===== config.mk =====
export PLATFORM = sky130hd
export DESIGN_NAME = mspm_ctrl
export DESIGN_NICKNAME = d
export VERILOG_FILES = /design/src/rtl/mspm_pkg.sv /design/src/rtl/mspm_ctrl.sv
export SDC_FILE = /design/constraint.sdc
export NUM_CORES = 1
export LEC_CHECK = 0
export BUFFER_PORTS_ARGS = -buffer_cell sky130_fd_sc_hd__buf_2
export CAP_MARGIN = 20
export CORE_UTILIZATION = 62
export DETAILED_ROUTE_END_ITERATION = 10
export PLACE_DENSITY_LB_ADDON = 0.3
export SYNTH_ARGS = -nofsm -noshare
export SYNTH_HDL_FRONTEND = slang
export SYNTH_SLANG_ARGS = --single-unit

===== constraint.sdc =====
create_clock -name clk -period 5.7 [get_ports clk]
set_input_delay 0.285 -clock clk [delete_from_list [all_inputs] [get_ports clk]]
set_output_delay 0.285 -clock clk [all_outputs]
set_load 0.005 [all_outputs]

===== src/rtl/mspm_pkg.sv =====
`timescale 1ns / 1ps
`default_nettype none

package mspm_pkg;

  localparam int LimbW      = 64;
  localparam int MaxResults = 16;
  localparam int OutIdxW    = 4;
  localparam int OutCntW    = 5;

  typedef struct packed {
    logic [LimbW-1:0] a_limb;
    logic             has_a;
    logic [LimbW-1:0] b_limb;
    logic             has_b;
    logic             last;
  } request_t;

  typedef struct packed {
    logic [LimbW-1:0]   product_limb;
    logic [OutIdxW-1:0] limb_index;
    logic               is_last;
    logic               overflow;
  } result_t;

  typedef enum logic [2:0] {
    ST_IDLE,
    ST_MAC_RD,
    ST_MAC_MUL,
    ST_MAC_SUM,
    ST_MAC_ACC,
    ST_ROW_END,
    ST_EMIT_RD,
    ST_EMIT_OUT
  } state_t;

  // Commands from the sequencer to the datapath.
  typedef struct packed {
    logic a_wr;       // store a loaded A limb
    logic b_wr;       // store a loaded B limb
    logic rd_en;      // read A, B and old product limb
    logic mul_en;     // register the four 32x32 partial products
    logic sum_en;     // combine partials into the 128-bit product
    logic acc_en;     // add carry and old limb, write product limb
    logic first_row;  // old product limb counts as zero
    logic first_col;  // row carry counts as zero
    logic carry_wr;   // write the row carry above the row
    logic emit_rd;    // read a product limb for output
    logic zero_prod;  // an operand is empty: product is all zero
  } dp_cmd_t;

endpackage

`default_nettype wire


===== src/rtl/mspm_ctrl.sv =====
`timescale 1ns / 1ps
`default_nettype none

module mspm_ctrl #(
  parameter int MAX_LIMBS = 8,
  parameter int IDX_W     = 3,
  parameter int LEN_W     = 4,
  parameter int PIDX_W    = 4
) (
  input  wire logic                            clk,
  input  wire logic                            rst,
  input  wire logic                            start,
  input  wire logic                            has_a,
  input  wire logic                            has_b,
  input  wire logic                            last,
  output logic                                 busy,
  output logic                                 strobe,
  output logic      [mspm_pkg::OutIdxW-1:0]    limb_index,
  output logic                                 is_last,
  output logic                                 overflow,
  output mspm_pkg::dp_cmd_t                    cmd,
  output logic      [IDX_W-1:0]                a_addr,
  output logic      [IDX_W-1:0]                b_addr,
  output logic      [PIDX_W-1:0]               p_addr
);

  localparam int SUM_W = LEN_W + 1;
  localparam int CW    = mspm_pkg::OutCntW;
  localparam int IW    = mspm_pkg::OutIdxW;

  mspm_pkg::state_t state, state_next;

  logic [LEN_W-1:0]  al, al_next;
  logic [LEN_W-1:0]  bl, bl_next;
  logic              ovf_seen, ovf_seen_next;
  logic [IDX_W-1:0]  i, i_next;
  logic [IDX_W-1:0]  j, j_next;
  logic [PIDX_W-1:0] k, k_next;
  logic [IW-1:0]     out_idx, out_idx_next;
  logic [CW-1:0]     remaining, remaining_next;
  logic              zero_prod, zero_prod_next;
  logic              ovf_out, ovf_out_next;
  logic [SUM_W-1:0]  total;

  always_ff @(posedge clk) begin
    if (rst) begin
      state     <= mspm_pkg::ST_IDLE;
      al        <= '0;
      bl        <= '0;
      ovf_seen  <= 1'b0;
      i         <= '0;
      j         <= '0;
      k         <= '0;
      out_idx   <= '0;
      remaining <= '0;
      zero_prod <= 1'b0;
      ovf_out   <= 1'b0;
    end else begin
      state     <= state_next;
      al        <= al_next;
      bl        <= bl_next;
      ovf_seen  <= ovf_seen_next;
      i         <= i_next;
      j         <= j_next;
      k         <= k_next;
      out_idx   <= out_idx_next;
      remaining <= remaining_next;
      zero_prod <= zero_prod_next;
      ovf_out   <= ovf_out_next;
    end
  end

  always_comb begin
    state_next     = state;
    al_next        = al;
    bl_next        = bl;
    ovf_seen_next  = ovf_seen;
    i_next         = i;
    j_next         = j;
    k_next         = k;
    out_idx_next   = out_idx;
    remaining_next = remaining;
    zero_prod_next = zero_prod;
    ovf_out_next   = ovf_out;
    total          = '0;
    cmd            = '0;
    cmd.zero_prod  = zero_prod;
    a_addr         = '0;
    b_addr         = '0;
    p_addr         = '0;
    strobe         = 1'b0;

    case (state)
      mspm_pkg::ST_IDLE: begin
        a_addr = al[IDX_W-1:0];
        b_addr = bl[IDX_W-1:0];
        if (start) begin
          if (has_a) begin
            if (al != LEN_W'(MAX_LIMBS)) begin
              cmd.a_wr = 1'b1;
              al_next  = al + LEN_W'(1);
            end else begin
              ovf_seen_next = 1'b1;
            end
          end
          if (has_b) begin
            if (bl != LEN_W'(MAX_LIMBS)) begin
              cmd.b_wr = 1'b1;
              bl_next  = bl + LEN_W'(1);
            end else begin
              ovf_seen_next = 1'b1;
            end
          end
          if (last) begin
            total = SUM_W'(al_next) + SUM_W'(bl_next);
            if (32'(total) > 32'(mspm_pkg::MaxResults)) begin
              remaining_next = CW'(mspm_pkg::MaxResults);
            end else if (total == '0) begin
              remaining_next = CW'(1);
            end else begin
              remaining_next = CW'(total);
            end
            zero_prod_next = (al_next == '0) || (bl_next == '0);
            ovf_out_next   = ovf_seen_next;
            i_next         = '0;
            j_next         = '0;
            k_next         = '0;
            out_idx_next   = '0;
            if ((al_next == '0) || (bl_next == '0)) begin
              state_next = mspm_pkg::ST_EMIT_RD;
            end else begin
              state_next = mspm_pkg::ST_MAC_RD;
            end
          end
        end
      end
      mspm_pkg::ST_MAC_RD: begin
        a_addr     = j;
        b_addr     = i;
        p_addr     = PIDX_W'(i) + PIDX_W'(j);
        cmd.rd_en  = 1'b1;
        state_next = mspm_pkg::ST_MAC_MUL;
      end
      mspm_pkg::ST_MAC_MUL: begin
        cmd.mul_en = 1'b1;
        state_next = mspm_pkg::ST_MAC_SUM;
      end
      mspm_pkg::ST_MAC_SUM: begin
        cmd.sum_en = 1'b1;
        state_next = mspm_pkg::ST_MAC_ACC;
      end
      mspm_pkg::ST_MAC_ACC: begin
        p_addr        = PIDX_W'(i) + PIDX_W'(j);
        cmd.acc_en    = 1'b1;
        cmd.first_row = (i == '0);
        cmd.first_col = (j == '0);
        if ((LEN_W'(j) + LEN_W'(1)) == al) begin
          state_next = mspm_pkg::ST_ROW_END;
        end else begin
          j_next     = j + IDX_W'(1);
          state_next = mspm_pkg::ST_MAC_RD;
        end
      end
      mspm_pkg::ST_ROW_END: begin
        p_addr       = PIDX_W'(i) + PIDX_W'(al);
        cmd.carry_wr = 1'b1;
        j_next       = '0;
        if ((LEN_W'(i) + LEN_W'(1)) == bl) begin
          state_next = mspm_pkg::ST_EMIT_RD;
        end else begin
          i_next     = i + IDX_W'(1);
          state_next = mspm_pkg::ST_MAC_RD;
        end
      end
      mspm_pkg::ST_EMIT_RD: begin
        p_addr      = k;
        cmd.emit_rd = 1'b1;
        state_next  = mspm_pkg::ST_EMIT_OUT;
      end
      mspm_pkg::ST_EMIT_OUT: begin
        strobe = 1'b1;
        if (remaining == CW'(1)) begin
          al_next       = '0;
          bl_next       = '0;
          ovf_seen_next = 1'b0;
          state_next    = mspm_pkg::ST_IDLE;
        end else begin
          k_next         = k + PIDX_W'(1);
          out_idx_next   = out_idx + IW'(1);
          remaining_next = remaining - CW'(1);
          state_next     = mspm_pkg::ST_EMIT_RD;
        end
      end
      default: begin
        state_next = mspm_pkg::ST_IDLE;
      end
    endcase
  end

  assign busy       = (state != mspm_pkg::ST_IDLE);
  assign limb_index = out_idx;
  assign is_last    = (remaining == CW'(1));
  assign overflow   = ovf_out;

  // Loading requests never stall intake.
  a_load_no_stall: assert property (@(posedge clk) disable iff (rst)
    (start && !busy && !last) |=> !busy)
    else $error("loading request stalled intake");

  // A final request starts work.
  a_last_starts: assert property (@(posedge clk) disable iff (rst)
    (start && !busy && last) |=> busy)
    else $error("final request did not start multiplication");

  // The top limb ends the job.
  a_top_ends: assert property (@(posedge clk) disable iff (rst)
    (strobe && is_last) |=> !busy)
    else $error("block still busy after top limb");

  // Emission never runs with an exhausted count.
  a_rem_live: assert property (@(posedge clk) disable iff (rst)
    (state == mspm_pkg::ST_EMIT_OUT) |-> (remaining != '0))
    else $error("emit with no limbs remaining");

  // Accumulate always follows the product sum.
  a_acc_order: assert property (@(posedge clk) disable iff (rst)
    (state == mspm_pkg::ST_MAC_ACC) |-> ($past(state) == mspm_pkg::ST_MAC_SUM))
    else $error("accumulate out of order");

endmodule

`default_nettype wire


==> insert_results.sql, run 1 <==
INSERT INTO impl_metrics (metric_group, metric, value, unit) VALUES
('synthesis', 'synthesis.nets', '351', ''),
('timing', 'max-slew-margin-rel', '0.500', ''),
('pwr', 'worst_ir_drop_vdd', '0.148', 'mV'),
('place', 'io_buffers', '34', ''),
('synthesis', 'synth_edf_count', '0', ''),
('clock_tree', 'worst_skew_pair.late_latency', '0.30', 'ns'),
('clock_tree', 'cts-resized-gates', '0', ''),
('grt', 'initial_antenna_violation_count', '0', ''),
('critical_path', 'timing.setup.critical_path_class', 'reg -> out', ''),
('synthesis', 'post-synth-top-area-fraction', '0.264', ''),
('floorplan', 'initial_core_util', '0.664', ''),
('critical_path', 'crit_arrival', '2.95', 'ns'),
('timing', 'tightestPinTransition', '0.745', 'ns'),
('route', 'antenna_violating_nets_post_route', '0', ''),
('timing', 'final.min_clock_period', '3.24', 'ns'),
('cells_and_area', 'fill_cells', '308', ''),
('timing', 'grt_setup_unrepaired', 'no', ''),
('route', 'wl', '6010', 'um'),
('timing', 'total_setup_violations_reported_at_the_end_of_the_flow', '0', ''),
('timing', 'timing_hold_violations_final', '0', ''),
('floorplan', 'die_height', '65.5', 'um'),
('clock_tree', 'tritoncts_clock_tree', 'yes', ''),
('place', 'post-dp-hpwl', '4400', 'um'),
('synthesis', 'synth_flop_cell', 'dfxtp_1', ''),
('cells_and_area', 'layout-drive-gt1-share', '0.148', ''),
('timing', 'finalCritPeriodShare', '0.568', ''),
('critical_path', 'worstPathMaxFanout', '11', ''),
('cells_and_area', 'n_diodes', '0', ''),
('cells_and_area', 'area_delta_synth_final', '8.30', '%'),
('cells_and_area', 'layout.cells.most_common_list', '34 x buf_2, 33 x dfxtp_1, 30 x nand2_1', ''),
('outcome', 'result_of_the_run', 'complete, no violations', ''),
('critical_path', 'r2r_start', 'al[0]', ''),
('floorplan', 'top_level_ports', '35', ''),
('grt', 'global_route_wire_length_before_repair', '10400', 'um'),
('clock_tree', 'htree_num_levels', '2', ''),
('route', 'post_drt_via_cell_ratio', '6.26', ''),
('critical_path', 'critPathLaunchType', 'register', ''),
('route', 'drc', '0', ''),
('min_path', 'min-delay-path-class', 'in -> reg', ''),
('timing', 'largest_clock_skew_in_the_final_design', '0.0122', 'ns'),
('synthesis', 'total_standard_cell_area_after_synthesis', '2500', 'um2'),
('synthesis', 'yosysWarningCount', '0', ''),
('pwr', 'cell_pwr_density', '264', 'nW/um2'),
('synthesis', 'syn_inst', '324', ''),
('floorplan', 'die_width', '65.5', 'um'),
('synthesis', 'synthDominantAreaCellType', 'dfxtp_1', ''),
('min_path', 'holdCritStartpoint', 'last', ''),
('route', 'initialDrtViolationCount', '219', ''),
('grt', 'maximum_number_of_pins_on_one_net_before_global_route_repair', '34', ''),
('clock_tree', 'cts-root-to-sink-buffers', '2', ''),
('pwr', 'p_leak', '1.19', 'nW'),
('cells_and_area', 'layout.nets', '371', ''),
('synthesis', 'async_flop_share', '0', ''),
('critical_path', 'timing.reg2reg.setup_slack', '2.87', 'ns'),
('grt', 'global_route.overflow_total', '0', ''),
('clock_tree', 'cts-buffers-inserted', '5', ''),
('route', 'drt-wirelength-per-cell', '15.3', 'um'),
('cells_and_area', 'multi_input_comb_area', '1640', 'um2'),
('job', 'maxCapViolations', '0', ''),
('clock_tree', 'hold_buffers', '0', ''),
('place', 'placed_cell_count', '385', ''),
('critical_path', 'setup.worst_path.end_class', 'primary output', ''),
('synthesis', 'yosys-top-cells-area', 'dfxtp_1 26%, ha_1 9.5%, nand2_1 4.5%, a21oi_1 4.0%, nor2_1 3.9%', ''),
('synthesis', 'post_synth.cell_area_avg', '7.72', 'um2'),
('clock_tree', 'cts_root_buffer', 'clkbuf_8', ''),
('critical_path', 'worst-endpoint-required', '5.41', 'ns'),
('timing', 'finalSetupTns', '0', 'ns'),
('synthesis', 'synth_sequential_area_ratio', '0.264', ''),
('cells_and_area', 'area.sequential', '661', 'um2'),
('synthesis', 'synth-seq-cells', '33', ''),
('grt', 'first_global_vias', '2301', '');
[final timing paths]
kind                                      to  cells after the start
worst min register to register     zero_prod                      2
worst min-delay path                state[1]                      4
worst max register to register  remaining[0]                     11
worst max-delay path               p_addr[3]                     13
[cell usage after synthesis, types with 3 or more instances]
cell type	n
clkbuf_1	12
xnor2_1	6
a211oi_1	4
nor2b_1	4
ha_1	19
o211ai_1	4
nor2_1	26
a31oi_1	4
a22oi_1	8
a21oi_1	20
dfxtp_1	33
and3b_1	3
o21a_1	4
nand2b_1	10
xor2_1	10
nand3_1	11
or3_1	3
nand2_1	30
o21ai_0	16
buf_2	4
a21o_1	7
nor3_1	15
inv_1	24
and3_1	3
nand4_1	4
[per-stage QoR]
stage | worst slack [ns] | area, um2 | total power, mW | hold WS (ns)
2_1_floorplan | 3.03 | 2500 | 0.468 | 0.437
5_1_grt | 2.17 | 2710 | 0.757 | 0.494
3_3_place_gp | 2.89 | 2620 | 0.530 | 0.452
6_report | 2.46 | 2710 | 0.715 | 0.488
4_1_cts | 2.49 | 2710 | 0.711 | 0.471
3_5_place_dp | 2.83 | 2620 | 0.537 | 0.478
[where the power goes]
group          internal, mW  total, mW  switching (mW)
Clock                0.0843      0.178          0.0936
Sequential            0.248      0.282          0.0341
Combinational        0.0997      0.255           0.155
Total                 0.432      0.715           0.283
[logic make-up after synthesis]
group / share of synthesized area
AND/OR/NAND/NOR: 0.252
AO/OA/AOI/OAI: 0.238
buffers and inverters: 0.0795
flip-flops: 0.264
adder cells (fa/ha/maj): 0.111
XOR/XNOR: 0.0560
[final cells by class]
cell class,count,share of cell area
clock buffer,5,0.0254
clock inverter,3,0.00646
inverter,24,0.0332
multi-input combinational,246,0.606
sequential,33,0.244
tap,48,0.0222
timing repair buffer,34,0.0628
[critical path, cell delays in order (launching register included)]
cell and delay [ns]:
dfxtp_1 0.47, inv_1 0.15, nor2_1 0.19, nand2_1 0.16, inv_1 0.30, nor2_1 0.10, a21o_1 0.16, ha_1 0.27
a21o_1 0.17, a21o_1 0.19, nor2_1 0.09, o22ai_1 0.07, a32o_1 0.21, buf_2 0.12
[per-layer routing]
layer,vias to the layer above,track usage,share of wire
met4,0,0.139,0.017
met5,-,0,0
li1,1186,-,-
met3,13,0.0538,0.069
met2,100,0.515,0.48
met1,1162,0.400,0.43
[sequential cells by signal (all words and copies together), names as in the netlist]
name / flops
overflow: 1
bl: 4
limb_index: 4
k: 4
j: 3
i: 3
zero_prod: 1
remaining: 5
state: 3
ovf_seen: 1
al: 4
Note: power is estimated with default switching activity, not from simulation.
==> run 2: changes to the inputs <==
--- a/config.mk
+++ b/config.mk
@@ -5,9 +5,10 @@
 export SDC_FILE = /design/constraint.sdc
 export NUM_CORES = 1
 export LEC_CHECK = 0
+export ABC_AREA = 1
 export BUFFER_PORTS_ARGS = -buffer_cell sky130_fd_sc_hd__buf_2
 export CAP_MARGIN = 20
-export CORE_UTILIZATION = 62
+export CORE_UTILIZATION = 52
 export DETAILED_ROUTE_END_ITERATION = 10
 export PLACE_DENSITY_LB_ADDON = 0.3
 export SYNTH_ARGS = -nofsm -noshare
==> constraint.sdc (replaced) <==
create_clock -name clk -period 2.68 [get_ports clk]
set_input_delay 0.134 -clock clk [delete_from_list [all_inputs] [get_ports clk]]
set_output_delay 0.134 -clock clk [all_outputs]
set_load 0.005 [all_outputs]
==> run 2 against run 1 <==
Effect of this change:
- global-route usage down 5.1 points
- combinational power rose to 4.7 times the previous value
- synthesized area rose by 1.3%
- final area up 5.0%
- total power grew to 3.2 times the previous value
- core utilization decreased by 11 points
- sequential power up 150%
==> insert_results.sql, run 2 <==
INSERT INTO impl_metrics (metric_group, metric, value, unit) VALUES
('outcome', 'result_of_the_run', 'complete, no violations', ''),
('cells_and_area', 'fill_cells', '463', ''),
('timing', 'timing.final.ws_setup', '0.211', 'ns'),
('synthesis', 'yosys-top-cells-area', 'dfxtp_1 26%, nand2_1 15%, ha_1 9.4%, inv_1 7.7%, a21oi_1 6.7%', ''),
('critical_path', 'critical_path.n_buffers_inverters', '3', ''),
('grt', 'grt_usage', '0.263', ''),
('cells_and_area', 'post-route-cell-area', '2850', 'um2'),
('cells_and_area', 'largest_register_ffs', '5', ''),
('pwr', 'cell_pwr_density', '799', 'nW/um2'),
('critical_path', 'timing.setup.critical_path_class', 'reg -> reg', ''),
('timing', 'final.min_clock_period', '2.47', 'ns'),
('grt', 'maximum_number_of_pins_on_one_net_before_global_route_repair', '18', ''),
('clock_tree', 'clkSlewWorstSetupHoldPaths', '0.08', 'ns'),
('synthesis', 'cell_variety_after_synth', '38', ''),
('cells_and_area', 'area.sequential', '671', 'um2'),
('synthesis', 'total_standard_cell_area_after_synthesis', '2530', 'um2'),
('floorplan', 'top_level_ports', '35', ''),
('timing', 'max-slew-margin-rel', '0.716', ''),
('synthesis', 'synthDominantAreaCellType', 'dfxtp_1', ''),
('cells_and_area', 'area_delta_synth_final', '12.2', '%'),
('synthesis', 'async_flop_share', '0', ''),
('place', 'gp_routability_congestion', '0.914', ''),
('pwr', 'p_leak', '1.42', 'nW'),
('timing', 'tightestPinTransition', '0.426', 'ns'),
('clock_tree', 'cts-resized-gates', '0', ''),
('min_path', 'min-delay-path-class', 'in -> reg', ''),
('critical_path', 'crit_family', 'adder cells', ''),
('place', 'post-dp-hpwl', '4940', 'um'),
('timing', 'timing_hold_violations_final', '0', ''),
('synthesis', 'yosysWarningCount', '0', ''),
('clock_tree', 'cts_root_buffer', 'clkbuf_8', ''),
('synthesis', 'synth.top_cells.by_count', '101 x nand2_1, 52 x inv_1, 37 x nor2_1', ''),
('cells_and_area', 'layout.cells.most_common_list', '101 x nand2_1, 52 x inv_1, 36 x nor2_1', ''),
('critical_path', 'worstPathMaxFanout', '6', ''),
('cells_and_area', 'largest_reg_by_ff_count', 'remaining', ''),
('cells_and_area', 'n_diodes', '0', ''),
('floorplan', 'initial_core_util', '0.540', ''),
('route', 'post_drt_via_cell_ratio', '5.44', ''),
('synthesis', 'synthesis.nets', '414', ''),
('grt', 'global_route_wire_length_before_repair', '10600', 'um'),
('route', 'detailedRoute.firstPassIterationCount', '5', ''),
('route', 'via_count', '2599', ''),
('critical_path', 'critPathLaunchType', 'register', ''),
('floorplan', 'num_rows', '25', ''),
('synthesis', 'synthMostInstantiatedCell', 'nand2_1', ''),
('critical_path', 'worst-endpoint-required', '2.91', 'ns'),
('timing', 'achievable-frequency', '405', 'MHz'),
('timing', 'largest_clock_skew_in_the_final_design', '0.0115', 'ns'),
('synthesis', 'synth_edf_count', '0', ''),
('critical_path', 'crit_arrival', '2.70', 'ns'),
('critical_path', 'setup.worst_path.end_class', 'register', ''),
('synthesis', 'synth_flop_cell', 'dfxtp_1', ''),
('synthesis', 'synth_sequential_area_ratio', '0.261', ''),
('timing', 'total_setup_violations_reported_at_the_end_of_the_flow', '0', ''),
('clock_tree', 'cts-root-to-sink-buffers', '2', ''),
('clock_tree', 'htree_num_levels', '2', ''),
('cells_and_area', 'multi_input_comb_area', '1610', 'um2'),
('synthesis', 'post-synth-top-area-fraction', '0.261', ''),
('timing', 'finalCritPeriodShare', '0.921', ''),
('place', 'detailedPlace.worstSlack', '0.178', 'ns'),
('cells_and_area', 'layout-drive-gt1-share', '0.167', ''),
('synthesis', 'post_synth.cell_area_avg', '6.55', 'um2'),
('floorplan', 'die_height', '71.8', 'um'),
('job', 'maxCapViolations', '0', ''),
('grt', 'global_route.overflow_total', '0', ''),
('route', 'drt-wirelength-per-cell', '13.5', 'um'),
('route', 'wl', '6470', 'um'),
('grt', 'first_global_vias', '2406', ''),
('cells_and_area', 'layout.nets', '450', ''),
('place', 'placed_area', '2750', 'um2'),
('cells_and_area', 'layout.core_utilization', '0.606', ''),
('synthesis', 'synth-seq-cells', '33', ''),
('route', 'drc', '0', ''),
('clock_tree', 'cts-buffers-inserted', '5', ''),
('grt', 'initial_antenna_violation_count', '0', ''),
('critical_path', 'cell_by_cell_listing_of_the_critical_path', 'inv_1 > ha_1 > nand3_1 > nand2_1 > nand2_1 > nand2_1 > inv_1 > ha_1 > inv_1 > fa_1 > xnor2_1 > nor2_2 > nand3_1 > nand2_1 > nand2_1 > a21oi_1', ''),
('pwr', 'worst_ir_drop_vdd', '0.378', 'mV'),
('floorplan', 'core_area', '4690', 'um2'),
('floorplan', 'fp.dieArea', '5160', 'um2'),
('clock_tree', 'cts.repair_timing.setup_buffer_count', '0', ''),
('route', 'initialDrtViolationCount', '157', ''),
('clock_tree', 'worst_skew_pair.late_latency', '0.29', 'ns'),
('clock_tree', 'hold_buffers', '0', ''),
('clock_tree', 'clock_sink_count', '33', ''),
('clock_tree', 'tritoncts_clock_tree', 'yes', ''),
('critical_path', 'crit_path_top_delay_cell', 'fa_1', ''),
('synthesis', 'syn_inst', '387', ''),
('cells_and_area', 'layout.cells.most_common', 'nand2_1', ''),
('timing', 'maxSlewViolCount', '0', ''),
('floorplan', 'die_width', '71.8', 'um'),
('route', 'antenna_violating_nets_post_route', '0', ''),
('critical_path', 'cpPeakStageDelay', '0.40', 'ns'),
('place', 'io_buffers', '34', ''),
('critical_path', 'worst_path_most_repeated_cell', 'nand2_1', '');
## run 2: power breakdown
group	internal [mW]	switching [mW]	leakage (nW)	total (mW)
Sequential	0.590	0.106	0.271	0.695
Clock	0.179	0.199	0.0439	0.378
Combinational	0.421	0.780	1.10	1.20
## run 2: cell families after synthesis
kind of cell / count (synthesis) / synth area share
compound gates: 70 / 0.155
fa+ha+maj: 21 / 0.110
buf+inv: 65 / 0.105
xor+xnor: 9 / 0.0311
flops: 33 / 0.261
simple gates: 189 / 0.339
## run 2: per-stage QoR
stage,TNS (ns),hold slack [ns],power [mW],cells
finish,0,0.202,2.27,478
global route,-0.0502,0.223,2.47,478
CTS,0,0.200,2.26,478
detailed placement,0,0.455,1.87,470
global placement,0,0.439,1.86,470
floorplan,0,0.359,1.56,387
## run 2: final timing paths
path         startpoint      endpoint  slack, ns  cells after the start
max               al[1]  remaining[2]       0.21                     16
min               start      state[0]       0.20                      5
max reg2reg       al[1]  remaining[2]       0.21                     16
min reg2reg    ovf_seen      ovf_seen       0.46                      2
## run 2: worst min-delay path: cells and delay by family
| family | cells | cell delay, ns |
|---|---|---|
| AO/OA/AOI/OAI | 1 | 0.04 |
| AND/OR/NAND/NOR | 3 | 0.17 |
| buffers and inverters | 1 | 0.11 |
## run 2: cell type report
cell class,instances,area share
inverter,57,0.0761
timing repair buffer,37,0.0677
tap,54,0.0237
multi-input combinational,289,0.566
sequential,33,0.236
clock inverter,3,0.00616
clock buffer,5,0.0242
## run 2: per-layer routing
layer  wire length (um)  up-vias  GRT usage  part of all wire
li1                   -     1320          -                 -
met1               2900     1167      0.339              0.45
met2               3030       91      0.428              0.47
met3                324       21     0.0534             0.050
met4                212        0      0.113             0.033
met5                  0        -          0                 0
